File: config.mk
export PLATFORM = sky130hd
export DESIGN_NAME = crc_checked_word_deframer_top_flat
export DESIGN_NICKNAME = d
export VERILOG_FILES = /design/src/rtl/crcwd_pkg.sv /design/src/rtl/crcwd_if.sv /design/src/rtl/crcwd_in_stage.sv /design/src/rtl/crcwd_core.sv /design/src/rtl/crc_checked_word_deframer_top.sv /design/src/flat_wrapper.sv
export VERILOG_INCLUDE_DIRS = /design/src /design/src/rtl
export SDC_FILE = /design/constraint.sdc
export NUM_CORES = 1
export LEC_CHECK = 0
export BUFFER_PORTS_ARGS = -buffer_cell sky130_fd_sc_hd__buf_2
export CAP_MARGIN = 20
export CORE_MARGIN = 4
export CORE_UTILIZATION = 40
export CTS_BUF_LIST = sky130_fd_sc_hd__clkbuf_8 sky130_fd_sc_hd__clkbuf_16
export CTS_CLUSTER_DIAMETER = 50
export DETAILED_ROUTE_END_ITERATION = 7
export GPL_ROUTABILITY_DRIVEN = 0
export REMOVE_ABC_BUFFERS = 1
export SYNTH_ARGS = -nofsm -noshare
export SYNTH_HDL_FRONTEND = slang
export SYNTH_SLANG_ARGS = --single-unit
File: constraint.sdc
create_clock -name clk -period 5.99 [get_ports clk]
set_input_delay 1.198 -clock clk [delete_from_list [all_inputs] [get_ports clk]]
set_output_delay 1.198 -clock clk [all_outputs]
set_load 0.01 [all_outputs]
File: src/rtl/crc_checked_word_deframer_top_macros.svh
// Assertion macros for the word deframer
`ifndef CRC_CHECKED_WORD_DEFRAMER_TOP_MACROS_SVH
`define CRC_CHECKED_WORD_DEFRAMER_TOP_MACROS_SVH

// check cons in the same cycle as ante
`define CRCWD_ASSERT_SAME(label, clk, rst_n, ante, cons) \
    label: assert property (@(posedge clk) disable iff (!rst_n) (ante) |-> (cons)) \
        else $error("deframer assertion failed");

// check cons in the cycle after ante
`define CRCWD_ASSERT_NEXT(label, clk, rst_n, ante, cons) \
    label: assert property (@(posedge clk) disable iff (!rst_n) (ante) |=> (cons)) \
        else $error("deframer assertion failed");

`endif

File: src/rtl/crcwd_pkg.sv
package crcwd_pkg;

    localparam logic [7:0] CRC_INIT          = 8'hFF;
    localparam logic [7:0] CRC_POLY          = 8'h31;
    localparam logic [2:0] MAX_WORDS         = 3'd6;
    localparam logic [2:0] FRAME_WORDS_RESET = 3'd6;

    typedef enum logic [1:0] {
        PH_HIGH = 2'd0,
        PH_LOW  = 2'd1,
        PH_CRC  = 2'd2
    } phase_t;

    typedef struct packed {
        logic [7:0] rx_byte;
        logic       frame_start;
    } rx_item_t;

    typedef struct packed {
        logic [15:0] word_value;
        logic        crc_match;
        logic [2:0]  word_index;
        logic [31:0] pair_value;
        logic        pair_valid;
        logic        frame_end;
        logic        frame_crc_ok;
    } result_t;

    function automatic logic [7:0] crc_step(input logic [7:0] crc, input logic [7:0] data);
        logic [7:0] c;
        c = crc ^ data;
        for (int i = 0; i < 8; i++)
        begin
            if (c[7])
            begin
                c = {c[6:0], 1'b0} ^ CRC_POLY;
            end
            else
            begin
                c = {c[6:0], 1'b0};
            end
        end
        return c;
    endfunction

    function automatic logic [2:0] eff_words(input logic [2:0] n);
        logic [2:0] w;
        w = n;
        if (n == 3'd0)
        begin
            w = 3'd1;
        end
        else if (n > MAX_WORDS)
        begin
            w = MAX_WORDS;
        end
        return w;
    endfunction

endpackage

File: src/rtl/crcwd_if.sv
interface crcwd_byte_if;
    logic       valid;
    logic       ready;
    logic [7:0] rx_byte;
    logic       frame_start;

    modport source (output valid, output rx_byte, output frame_start, input ready);
    modport sink   (input valid, input rx_byte, input frame_start, output ready);
endinterface

interface crcwd_word_if;
    logic        valid;
    logic        ready;
    logic [15:0] word_value;
    logic        crc_match;
    logic [2:0]  word_index;
    logic [31:0] pair_value;
    logic        pair_valid;
    logic        frame_end;
    logic        frame_crc_ok;

    modport source (
        output valid, output word_value, output crc_match, output word_index,
        output pair_value, output pair_valid, output frame_end, output frame_crc_ok,
        input ready
    );
    modport sink (
        input valid, input word_value, input crc_match, input word_index,
        input pair_value, input pair_valid, input frame_end, input frame_crc_ok,
        output ready
    );
endinterface

File: src/rtl/crcwd_in_stage.sv
module crcwd_in_stage (
    input  logic                clk,
    input  logic                rst_n,
    crcwd_byte_if.sink          rx_chan,
    output logic                s1_valid,
    output crcwd_pkg::rx_item_t s1_item,
    input  logic                core_ready
);
    import crcwd_pkg::*;

    logic     valid_reg;
    logic     valid_next;
    rx_item_t item_reg;
    logic     take;

    assign rx_chan.ready = !valid_reg || core_ready;
    assign take          = rx_chan.valid && rx_chan.ready;

    always_comb
    begin
        valid_next = valid_reg;
        if (take)
        begin
            valid_next = 1'b1;
        end
        else if (core_ready)
        begin
            valid_next = 1'b0;
        end
    end

    always_ff @(posedge clk or negedge rst_n)
    begin
        if (!rst_n)
        begin
            valid_reg <= 1'b0;
        end
        else
        begin
            valid_reg <= valid_next;
        end
    end

    // hold payload until the core takes it
    always_ff @(posedge clk)
    begin
        if (take)
        begin
            item_reg.rx_byte     <= rx_chan.rx_byte;
            item_reg.frame_start <= rx_chan.frame_start;
        end
    end

    assign s1_valid = valid_reg;
    assign s1_item  = item_reg;

endmodule

File: src/rtl/crcwd_core.sv
module crcwd_core (
    input  logic                clk,
    input  logic                rst_n,
    input  logic                cfg_we,
    input  logic [2:0]          cfg_wdata,
    input  logic                s1_valid,
    input  crcwd_pkg::rx_item_t s1_item,
    output logic                core_ready,
    crcwd_word_if.source        word_chan
);
    import crcwd_pkg::*;

    phase_t      phase_reg,    phase_next;
    logic [2:0]  pos_reg,      pos_next;
    logic        ok_reg,       ok_next;
    logic [7:0]  high_reg,     high_next;
    logic [7:0]  low_reg,      low_next;
    logic [7:0]  crc_reg,      crc_next;
    logic [15:0] prev_reg,     prev_next;
    logic [2:0]  words_reg;
    logic        out_valid_reg, out_valid_next;
    result_t     res_reg,      res_next;

    phase_t      phase_eff;
    logic [2:0]  pos_eff;
    logic        ok_eff;
    logic        out_free;
    logic        take;
    logic [15:0] word;
    logic        match;
    logic        last;

    assign phase_eff  = s1_item.frame_start ? PH_HIGH : phase_reg;
    assign pos_eff    = s1_item.frame_start ? 3'd0 : pos_reg;
    assign ok_eff     = s1_item.frame_start ? 1'b1 : ok_reg;
    assign out_free   = !out_valid_reg || word_chan.ready;
    assign core_ready = (phase_eff != PH_CRC) || out_free;
    assign take       = s1_valid && core_ready;

    assign word  = {high_reg, low_reg};
    assign match = (crc_reg == s1_item.rx_byte);
    assign last  = ({1'b0, pos_eff} + 4'd1) >= {1'b0, eff_words(words_reg)};

    always_comb
    begin
        phase_next     = phase_reg;
        pos_next       = pos_reg;
        ok_next        = ok_reg;
        high_next      = high_reg;
        low_next       = low_reg;
        crc_next       = crc_reg;
        prev_next      = prev_reg;
        res_next       = res_reg;
        out_valid_next = out_valid_reg && !word_chan.ready;
        if (take)
        begin
            pos_next = pos_eff;
            ok_next  = ok_eff;
            unique case (phase_eff)
                PH_HIGH:
                begin
                    high_next  = s1_item.rx_byte;
                    crc_next   = crc_step(CRC_INIT, s1_item.rx_byte);
                    phase_next = PH_LOW;
                end
                PH_LOW:
                begin
                    low_next   = s1_item.rx_byte;
                    crc_next   = crc_step(crc_reg, s1_item.rx_byte);
                    phase_next = PH_CRC;
                end
                default:
                begin
                    phase_next            = PH_HIGH;
                    res_next.word_value   = word;
                    res_next.crc_match    = match;
                    res_next.word_index   = pos_eff;
                    res_next.pair_valid   = pos_eff[0];
                    res_next.pair_value   = pos_eff[0] ? {prev_reg, word} : 32'd0;
                    res_next.frame_end    = last;
                    res_next.frame_crc_ok = ok_eff && match;
                    out_valid_next        = 1'b1;
                    prev_next             = word;
                    if (last)
                    begin
                        pos_next = 3'd0;
                        ok_next  = 1'b1;
                    end
                    else
                    begin
                        pos_next = pos_eff + 3'd1;
                        ok_next  = ok_eff && match;
                    end
                end
            endcase
        end
    end

    always_ff @(posedge clk or negedge rst_n)
    begin
        if (!rst_n)
        begin
            phase_reg     <= PH_HIGH;
            pos_reg       <= 3'd0;
            ok_reg        <= 1'b1;
            high_reg      <= 8'd0;
            low_reg       <= 8'd0;
            crc_reg       <= 8'd0;
            prev_reg      <= 16'd0;
            words_reg     <= FRAME_WORDS_RESET;
            out_valid_reg <= 1'b0;
        end
        else
        begin
            phase_reg     <= phase_next;
            pos_reg       <= pos_next;
            ok_reg        <= ok_next;
            high_reg      <= high_next;
            low_reg       <= low_next;
            crc_reg       <= crc_next;
            prev_reg      <= prev_next;
            out_valid_reg <= out_valid_next;
            if (cfg_we)
            begin
                words_reg <= cfg_wdata;
            end
        end
    end

    always_ff @(posedge clk)
    begin
        res_reg <= res_next;
    end

    assign word_chan.valid        = out_valid_reg;
    assign word_chan.word_value   = res_reg.word_value;
    assign word_chan.crc_match    = res_reg.crc_match;
    assign word_chan.word_index   = res_reg.word_index;
    assign word_chan.pair_value   = res_reg.pair_value;
    assign word_chan.pair_valid   = res_reg.pair_valid;
    assign word_chan.frame_end    = res_reg.frame_end;
    assign word_chan.frame_crc_ok = res_reg.frame_crc_ok;

endmodule

File: src/rtl/crc_checked_word_deframer_top.sv
// The third byte of a word passes the input register, then the result register.
// Throughput: 1 byte per cycle; the input and result registers keep the byte stream
// moving while a result waits, but a word's third byte waits for the output to free.
// Reset (rst_n low, asynchronous): byte position and word index go to 0, frame ok to 1,
// frame length to 6 words, both pipeline registers empty.
`include "crc_checked_word_deframer_top_macros.svh"

module crc_checked_word_deframer_top (
    input  logic         clk,
    input  logic         rst_n,
    crcwd_byte_if.sink   rx_chan,
    crcwd_word_if.source word_chan,
    input  logic         cfg_we,
    input  logic [2:0]   cfg_wdata
);
    import crcwd_pkg::*;

    logic     s1_valid;
    rx_item_t s1_item;
    logic     core_ready;

    crcwd_in_stage u_in_stage (
        .clk        (clk),
        .rst_n      (rst_n),
        .rx_chan    (rx_chan),
        .s1_valid   (s1_valid),
        .s1_item    (s1_item),
        .core_ready (core_ready)
    );

    crcwd_core u_core (
        .clk        (clk),
        .rst_n      (rst_n),
        .cfg_we     (cfg_we),
        .cfg_wdata  (cfg_wdata),
        .s1_valid   (s1_valid),
        .s1_item    (s1_item),
        .core_ready (core_ready),
        .word_chan  (word_chan)
    );

    `CRCWD_ASSERT_SAME(a_pair_odd, clk, rst_n, word_chan.valid, word_chan.pair_valid == word_chan.word_index[0])
    `CRCWD_ASSERT_SAME(a_pair_zero, clk, rst_n, word_chan.valid && !word_chan.pair_valid, word_chan.pair_value == 32'd0)
    `CRCWD_ASSERT_SAME(a_bad_crc, clk, rst_n, word_chan.valid && !word_chan.crc_match, !word_chan.frame_crc_ok)
    `CRCWD_ASSERT_NEXT(a_s1_hold, clk, rst_n, s1_valid && !core_ready, s1_valid && $stable(s1_item))

endmodule
File: src/flat_wrapper.sv
// flat-port wrapper written by rule: the top's interface ports become plain ports
module crc_checked_word_deframer_top_flat import crcwd_pkg::*;
  (clk, rst_n, cfg_we, cfg_wdata, rx_chan_valid, rx_chan_rx_byte, rx_chan_frame_start, rx_chan_ready, word_chan_valid, word_chan_word_value, word_chan_crc_match, word_chan_word_index, word_chan_pair_value, word_chan_pair_valid, word_chan_frame_end, word_chan_frame_crc_ok, word_chan_ready);
  crcwd_byte_if rx_chan_i ();
  crcwd_word_if word_chan_i ();
  input  logic clk;
  input  logic rst_n;
  input  logic cfg_we;
  input  logic [2:0] cfg_wdata;
  input wire logic [$bits(rx_chan_i.valid)-1:0] rx_chan_valid;
  input wire logic [$bits(rx_chan_i.rx_byte)-1:0] rx_chan_rx_byte;
  input wire logic [$bits(rx_chan_i.frame_start)-1:0] rx_chan_frame_start;
  output wire logic [$bits(rx_chan_i.ready)-1:0] rx_chan_ready;
  output wire logic [$bits(word_chan_i.valid)-1:0] word_chan_valid;
  output wire logic [$bits(word_chan_i.word_value)-1:0] word_chan_word_value;
  output wire logic [$bits(word_chan_i.crc_match)-1:0] word_chan_crc_match;
  output wire logic [$bits(word_chan_i.word_index)-1:0] word_chan_word_index;
  output wire logic [$bits(word_chan_i.pair_value)-1:0] word_chan_pair_value;
  output wire logic [$bits(word_chan_i.pair_valid)-1:0] word_chan_pair_valid;
  output wire logic [$bits(word_chan_i.frame_end)-1:0] word_chan_frame_end;
  output wire logic [$bits(word_chan_i.frame_crc_ok)-1:0] word_chan_frame_crc_ok;
  input wire logic [$bits(word_chan_i.ready)-1:0] word_chan_ready;
  assign rx_chan_i.valid = rx_chan_valid;
  assign rx_chan_i.rx_byte = rx_chan_rx_byte;
  assign rx_chan_i.frame_start = rx_chan_frame_start;
  assign rx_chan_ready = rx_chan_i.ready;
  assign word_chan_valid = word_chan_i.valid;
  assign word_chan_word_value = word_chan_i.word_value;
  assign word_chan_crc_match = word_chan_i.crc_match;
  assign word_chan_word_index = word_chan_i.word_index;
  assign word_chan_pair_value = word_chan_i.pair_value;
  assign word_chan_pair_valid = word_chan_i.pair_valid;
  assign word_chan_frame_end = word_chan_i.frame_end;
  assign word_chan_frame_crc_ok = word_chan_i.frame_crc_ok;
  assign word_chan_i.ready = word_chan_ready;
  crc_checked_word_deframer_top u_core (.clk(clk), .rst_n(rst_n), .rx_chan(rx_chan_i), .word_chan(word_chan_i), .cfg_we(cfg_we), .cfg_wdata(cfg_wdata));
endmodule
* Yosys cells after proc, flatten, opt, wreduce, memory -nomap -nowiden *
Index checks and enable logic that the tools add are counted.

operators by class
  $lt $le $gt $ge = 2
  bitwise logic cells = 19
  mux-type cells = 59
  $add $sub $neg = 2
  equality and inequality tests = 3
  reductions and logical operators = 19

operator list
  kind                 count
  $mux 8               28
  $mux 6               16
  $not 3->3            16
  $pmux 8 s2           1
  $mux 3               5
  $eq 8x8->1           1
  $not 8->8            1
  $reduce_and 2->1     4
  $xor 8x8->8          1
  $mux 1               7
  $add 3x1->4 const B  1
  $ge 4x3->1           1
  $logic_and 1x1->1    4
  $pmux 2 s2           1
  $reduce_bool 2->1    2
  $add 3x1->3 const B  1
  $gt 3x3->1 const B   1
  $logic_not 1->1      3
  $logic_not 3->1      1
  $logic_or 1x1->1     3
  $eq 2x1->1 const B   1
  $logic_not 2->1      1
  $mux 2               1
  $ne 2x2->1 const B   1
  2 further kinds      2

word-level totals
  word-level logic and storage cells = 123
  input bits = 17
  flip-flop bits (word level) = 115
  output and inout bits = 57

* Logic depth before layout (Yosys ltp) *
  word-level depth = 32
  mapped depth = 10
  mapped depth without buffers = 8

* Modules after synthesis *
From an unflattened synthesis, not the netlist that was laid out.

unflattened totals
  cell total of the unflattened synthesis = 330
  area, all modules = 4,850.9 sq um

by module, submodules not included
  module          sequential area each (sq um)  cells an instance  times used  area an instance (sq um)
  crcwd_core      2,876.5                       317                1           4,526.8
  crcwd_in_stage  295.3                         13                 1           324.1

* Worst setup path after synthesis *
OpenSTA, ideal clock, no wires.

  path kind = input-to-reg
  start = input word_chan_ready
  end = register u_core.u_core.prev_reg[0]
  cell stages on the path = 4
  path buffers = 1
  arrival = 2.926 ns
  data required time = 5.865 ns
  path slack = 2.939 ns
  setup time = 0.125 ns
  cells stage by stage = nor4b_2 nor3_2 buf_2 mux2_2

between the ends
  word-level cells in the longest chain between the ends = 4

ends and longest elaborated chain
  what                        line                source
  start, declared             flat_wrapper.sv:22  input wire logic [$bits(word_chan_i.ready)-1:0] word_chan_ready;
  $logic_or 1x1->1            crcwd_core.sv:36    assign out_free = !out_valid_reg || word_chan.ready;
  $logic_or 1x1->1            crcwd_core.sv:37    assign core_ready = (phase_eff != PH_CRC) || out_free;
  $logic_and 1x1->1           crcwd_core.sv:38    assign take = s1_valid && core_ready;
  $reduce_and 2->1 (no line)  --
  end signal, assigned        crcwd_core.sv:121   prev_reg <= prev_next;
  end, declared               crcwd_core.sv:19    logic [15:0] prev_reg, prev_next;

No other way between the ends.
A chain may end at the register's enable or synchronous reset.

* Worst setup path after layout *
  start = input word_chan_ready
  end = output rx_chan_ready

between the ends
  word-level cells in the longest chain between the ends = 3

ends and longest elaborated chain
  what              line                  source
  $logic_or 1x1->1  crcwd_core.sv:36
  $logic_or 1x1->1  crcwd_core.sv:37
  $logic_or 1x1->1  crcwd_in_stage.sv:16  assign rx_chan.ready = !valid_reg || core_ready;
  end, declared     flat_wrapper.sv:13    output wire logic [$bits(rx_chan_i.ready)-1:0] rx_chan_ready;

No other way between the ends.

==> impl_metrics.csv <==
group,metric,value,unit
run_status,status,"finished, final reports clean",
setup_path,crit_chain,"buf_2 -> nor4b_2 -> nand3_1 -> buf_2",
placed_design,hpwl,5.61,mm
setup_path,rr_startpoint,"u_core.u_in_stage.s1_item[0]$_DFFE_PP_",
layout,areaGrowthSynthToFinish,22.7,%
sta,holdWs,0.475,ns
clocking,cts_num_sinks,114,
floorplanning,num_io_pins,74,
layout,seq_area,3170,um^2
setup_path,rrSetupSlack,3.25,ns
clocking,cts_resized,0,
setup_path,cp.buffers_inverters,2,
setup_path,crit_path_end_kind,"primary output",
synthesis,synth-main-ff-cell,"edfxtp_1",
setup_path,crit_top_cell,"buf_2",
synthesis,yosysTopAreaCellShare,0.397,
setup_path,slowest_delay,0.47,ns
floorplanning,start_util,0.414,
grt,grt_pass1_wl,14.0,mm
route,final_antenna_net_count,0,
grt,grt_overflow,0,
min_path,min_path_type,"reg -> reg",
layout,nets,428,
sta,setup_viol,0,
synthesis,ys.warnings.count,0,
grt,met3_usage,0.0494,
synthesis,synth_cells,323,
layout,n_fill_cell,990,
route,vias_per_cell,4.89,
setup_path,cp_slowest_cell,"nor4b_2",
clocking,htreeDepth,4,
route,wl_per_cell,15.3,um
synthesis,synth_edf_count,63,
floorplanning,die_w,117,um
setup_path,arrival,2.16,ns
placed_design,portBuffers,73,
grt,grt-busiest-layer,"met2",
clocking,cts_hold_buf,0,
sta,slew_headroom,0.409,
setup_path,cp-start-kind,"input port",
clocking,cts_buffers,17,
sta,rsz0062_at_grt,"no",
setup_path,cp.required,4.79,ns
route,dr.pass1.iters,7,
power_and_ir_drop,power.leakage,2.41,nW
sta,slew_violations,0,
placed_design,dp.cells,531,
sta,skew,0.00907,ns
setup_path,crit_start,"word_chan_ready",
layout,antenna_cells,0,
clocking,cts_tree,"built",
synthesis,synth_area_leaders,"edfxtp_1 40%, dfrtp_1 25%, mux2_2 7.8%",
setup_path,path_class,"in -> out",
power_and_ir_drop,power.density,423,nW/um^2
setup_path,ff2ff_path_depth,9,
synthesis,async_reset_ff_frac,0.447,
clocking,cts_setup_buffers,0,
route,drt-total-wl,8.64,mm
grt,grt_antenna_before_repair,0,
sta,fin_crit_sh,0.560,
sta,tightest_slew,0.887,ns
route,drc,0,
synthesis,synth_area_leader_cell,"edfxtp_1",
setup_path,critical_path.top_delay_family,"simple AND/OR/NAND/NOR gates",
grt,use_met1,0.174,
floorplanning,die_area,13700,um^2
sta,finalHoldViolations,0,
clocking,root_buffer,"clkbuf_16",
grt,grt_use_total,0.137,
route,drt_iter0_drc,156,
layout,largest_reg_flops,32,
grt,grt_max_degree,71,
sta,fin_crit,3.35,ns
setup_path,critPathMaxFanout,4,
placed_design,dpl_cell_area,5290,um^2
clocking,cts_buffer_depth,2,
sta,setup_tns,0,ns
layout,instances_no_fill,563,
grt,met2_usage,0.220,
route,vias,2751,
sta,timing.fmax,298,MHz
clocking,clock_latency,0.40,ns
floorplanning,core_area,11500,um^2
setup_path,r2r_end,"u_core.u_core.pos_reg[2]$_DFFE_PN0P_",
power_and_ir_drop,vdd_ir_drop_max,0.176,mV
synthesis,synth-seq-cells,114,
synthesis,ys_types,52,
synthesis,avgSynthCellArea,14.7,um^2
clocking,cts.clk_slew.worst_paths,0.05,ns
setup_path,endpoint,"rx_chan_ready",
synthesis,yosysSeqAreaShare,0.666,
run,maxCapViolCount,0,
floorplanning,die_h,117,um
layout,postLayoutCellArea,5840,um^2
grt,grt_pass1_vias,2786,
synthesis,synth_area,4760,um^2
setup_path,cp.depth,4,
layout,multi_input_area,1510,um^2
floorplanning,num_rows,39,
layout,drive_gt1_frac,0.362,
area by class of cell:
type	instances	area share
Inverter	7	0.00450
Multi-Input combinational cell	189	0.258
Clock buffer	17	0.0728
Tap cell	143	0.0306
Timing Repair Buffer	78	0.0696
Sequential cell	114	0.543
Clock inverter	15	0.0218
cell usage after synthesis, types with 2 or more instances:
cell and instances:
dfstp_2 3, nor2_1 9, o21ai_0 10, xnor2_1 13, a211oi_1 2, a221o_1 2
nand3b_1 3, inv_1 7, nand3_1 6, nor2b_1 3, o21a_1 2, edfxtp_1 63
xor2_1 15, buf_4 2, and2_1 34, buf_2 2, clkbuf_1 8, mux2_2 33
a22oi_1 2, dfrtp_1 48, o2111ai_1 2, nand2b_1 4, nor3_1 3, a21oi_1 3
ha_1 4, a211o_1 2, nand2_1 13
placed cells by master (no fill, tap or decap), types with 2 or more instances in the layout:
master | netlist | layout
o21ai_0 | 10 | 10
and2_1 | 34 | 34
nor3_1 | 3 | 3
nand2b_1 | 4 | 4
mux2_2 | 33 | 33
clkbuf_16 | 0 | 17
a211o_1 | 2 | 2
clkinv_1 | 0 | 2
edfxtp_1 | 63 | 63
buf_4 | 2 | 4
buf_2 | 2 | 73
xnor2_1 | 13 | 13
a22oi_1 | 2 | 2
clkinv_2 | 0 | 6
dfstp_2 | 3 | 3
clkinvlp_4 | 0 | 3
nor3_4 | 1 | 2
o21a_1 | 2 | 2
nand3b_1 | 3 | 3
nor2_1 | 9 | 9
nor2b_1 | 3 | 2
nand3_1 | 6 | 6
inv_1 | 7 | 9
a21oi_1 | 3 | 3
dfrtp_1 | 48 | 48
bufinv_16 | 0 | 2
nand2_1 | 13 | 13
o2111ai_1 | 2 | 2
a211oi_1 | 2 | 2
a221o_1 | 2 | 2
xor2_1 | 15 | 15
ha_1 | 4 | 4
through the flow:
step	utilization	total power, mW	worst slack, ns
floorplan	-	1.44	1.39
global placement	0.458	1.54	2.70
detailed placement	0.459	1.55	2.63
CTS	0.507	2.50	2.62
global route	0.507	2.60	2.48
finish	0.507	2.47	2.64
logic make-up (layout without fill, tap and decap cells):
| family | Yosys count | count (layout) | share of synthesized area |
|---|---|---|---|
| AND/OR/NAND/NOR | 86 | 86 | 0.107 |
| XOR/XNOR | 32 | 32 | 0.0686 |
| AO/OA/AOI/OAI | 32 | 32 | 0.0457 |
| multiplexers | 34 | 34 | 0.0804 |
| adder cells (fa/ha/maj) | 5 | 5 | 0.0126 |
| buffers and inverters | 20 | 117 | 0.0194 |
| flip-flops | 114 | 114 | 0.666 |
worst min-delay path by stage:
stage | from | endpoint | slack, ns | cells after the start
finish | u_core.u_core.prev_reg[7]$_DFFE_PN0P_ | u_core.u_core.prev_reg[7]$_DFFE_PN0P_ | 0.48 | 1
global route | u_core.u_core.high_reg[2]$_DFFE_PN0P_ | u_core.u_core.word_chan.word_value[10]$_DFFE_PP_ | 0.50 | 0
CTS | u_core.u_core.prev_reg[7]$_DFFE_PN0P_ | u_core.u_core.prev_reg[7]$_DFFE_PN0P_ | 0.48 | 1
detailed placement | u_core.u_core.prev_reg[7]$_DFFE_PN0P_ | u_core.u_core.prev_reg[7]$_DFFE_PN0P_ | 0.47 | 1
global placement | u_core.u_core.prev_reg[7]$_DFFE_PN0P_ | u_core.u_core.prev_reg[7]$_DFFE_PN0P_ | 0.46 | 1
floorplan | u_core.u_core.prev_reg[7]$_DFFE_PN0P_ | u_core.u_core.prev_reg[7]$_DFFE_PN0P_ | 0.45 | 1
layer usage:
metal	routed length (um)	part of all wire
met1	3900	0.45
met2	4250	0.49
met3	407	0.047
met4	86	0.010
met5	0	0
report_power, final:
group	leakage [nW]	switching (mW)	internal, mW
logic	0.933	0.202	0.245
clock network	0.275	0.334	0.599
registers	1.20	0.105	0.985
worst reg2reg max path: stages (launching register included):
cell	delay (ns)
edfxtp_1	0.78
nor2b_2	0.08
buf_4	0.26
ha_1	0.27
xor2_1	0.17
ha_1	0.29
inv_1	0.04
o21ai_0	0.31
o21ai_0	0.12
a211o_1	0.30
No activity file was read; power rests on OpenSTA's default activity.
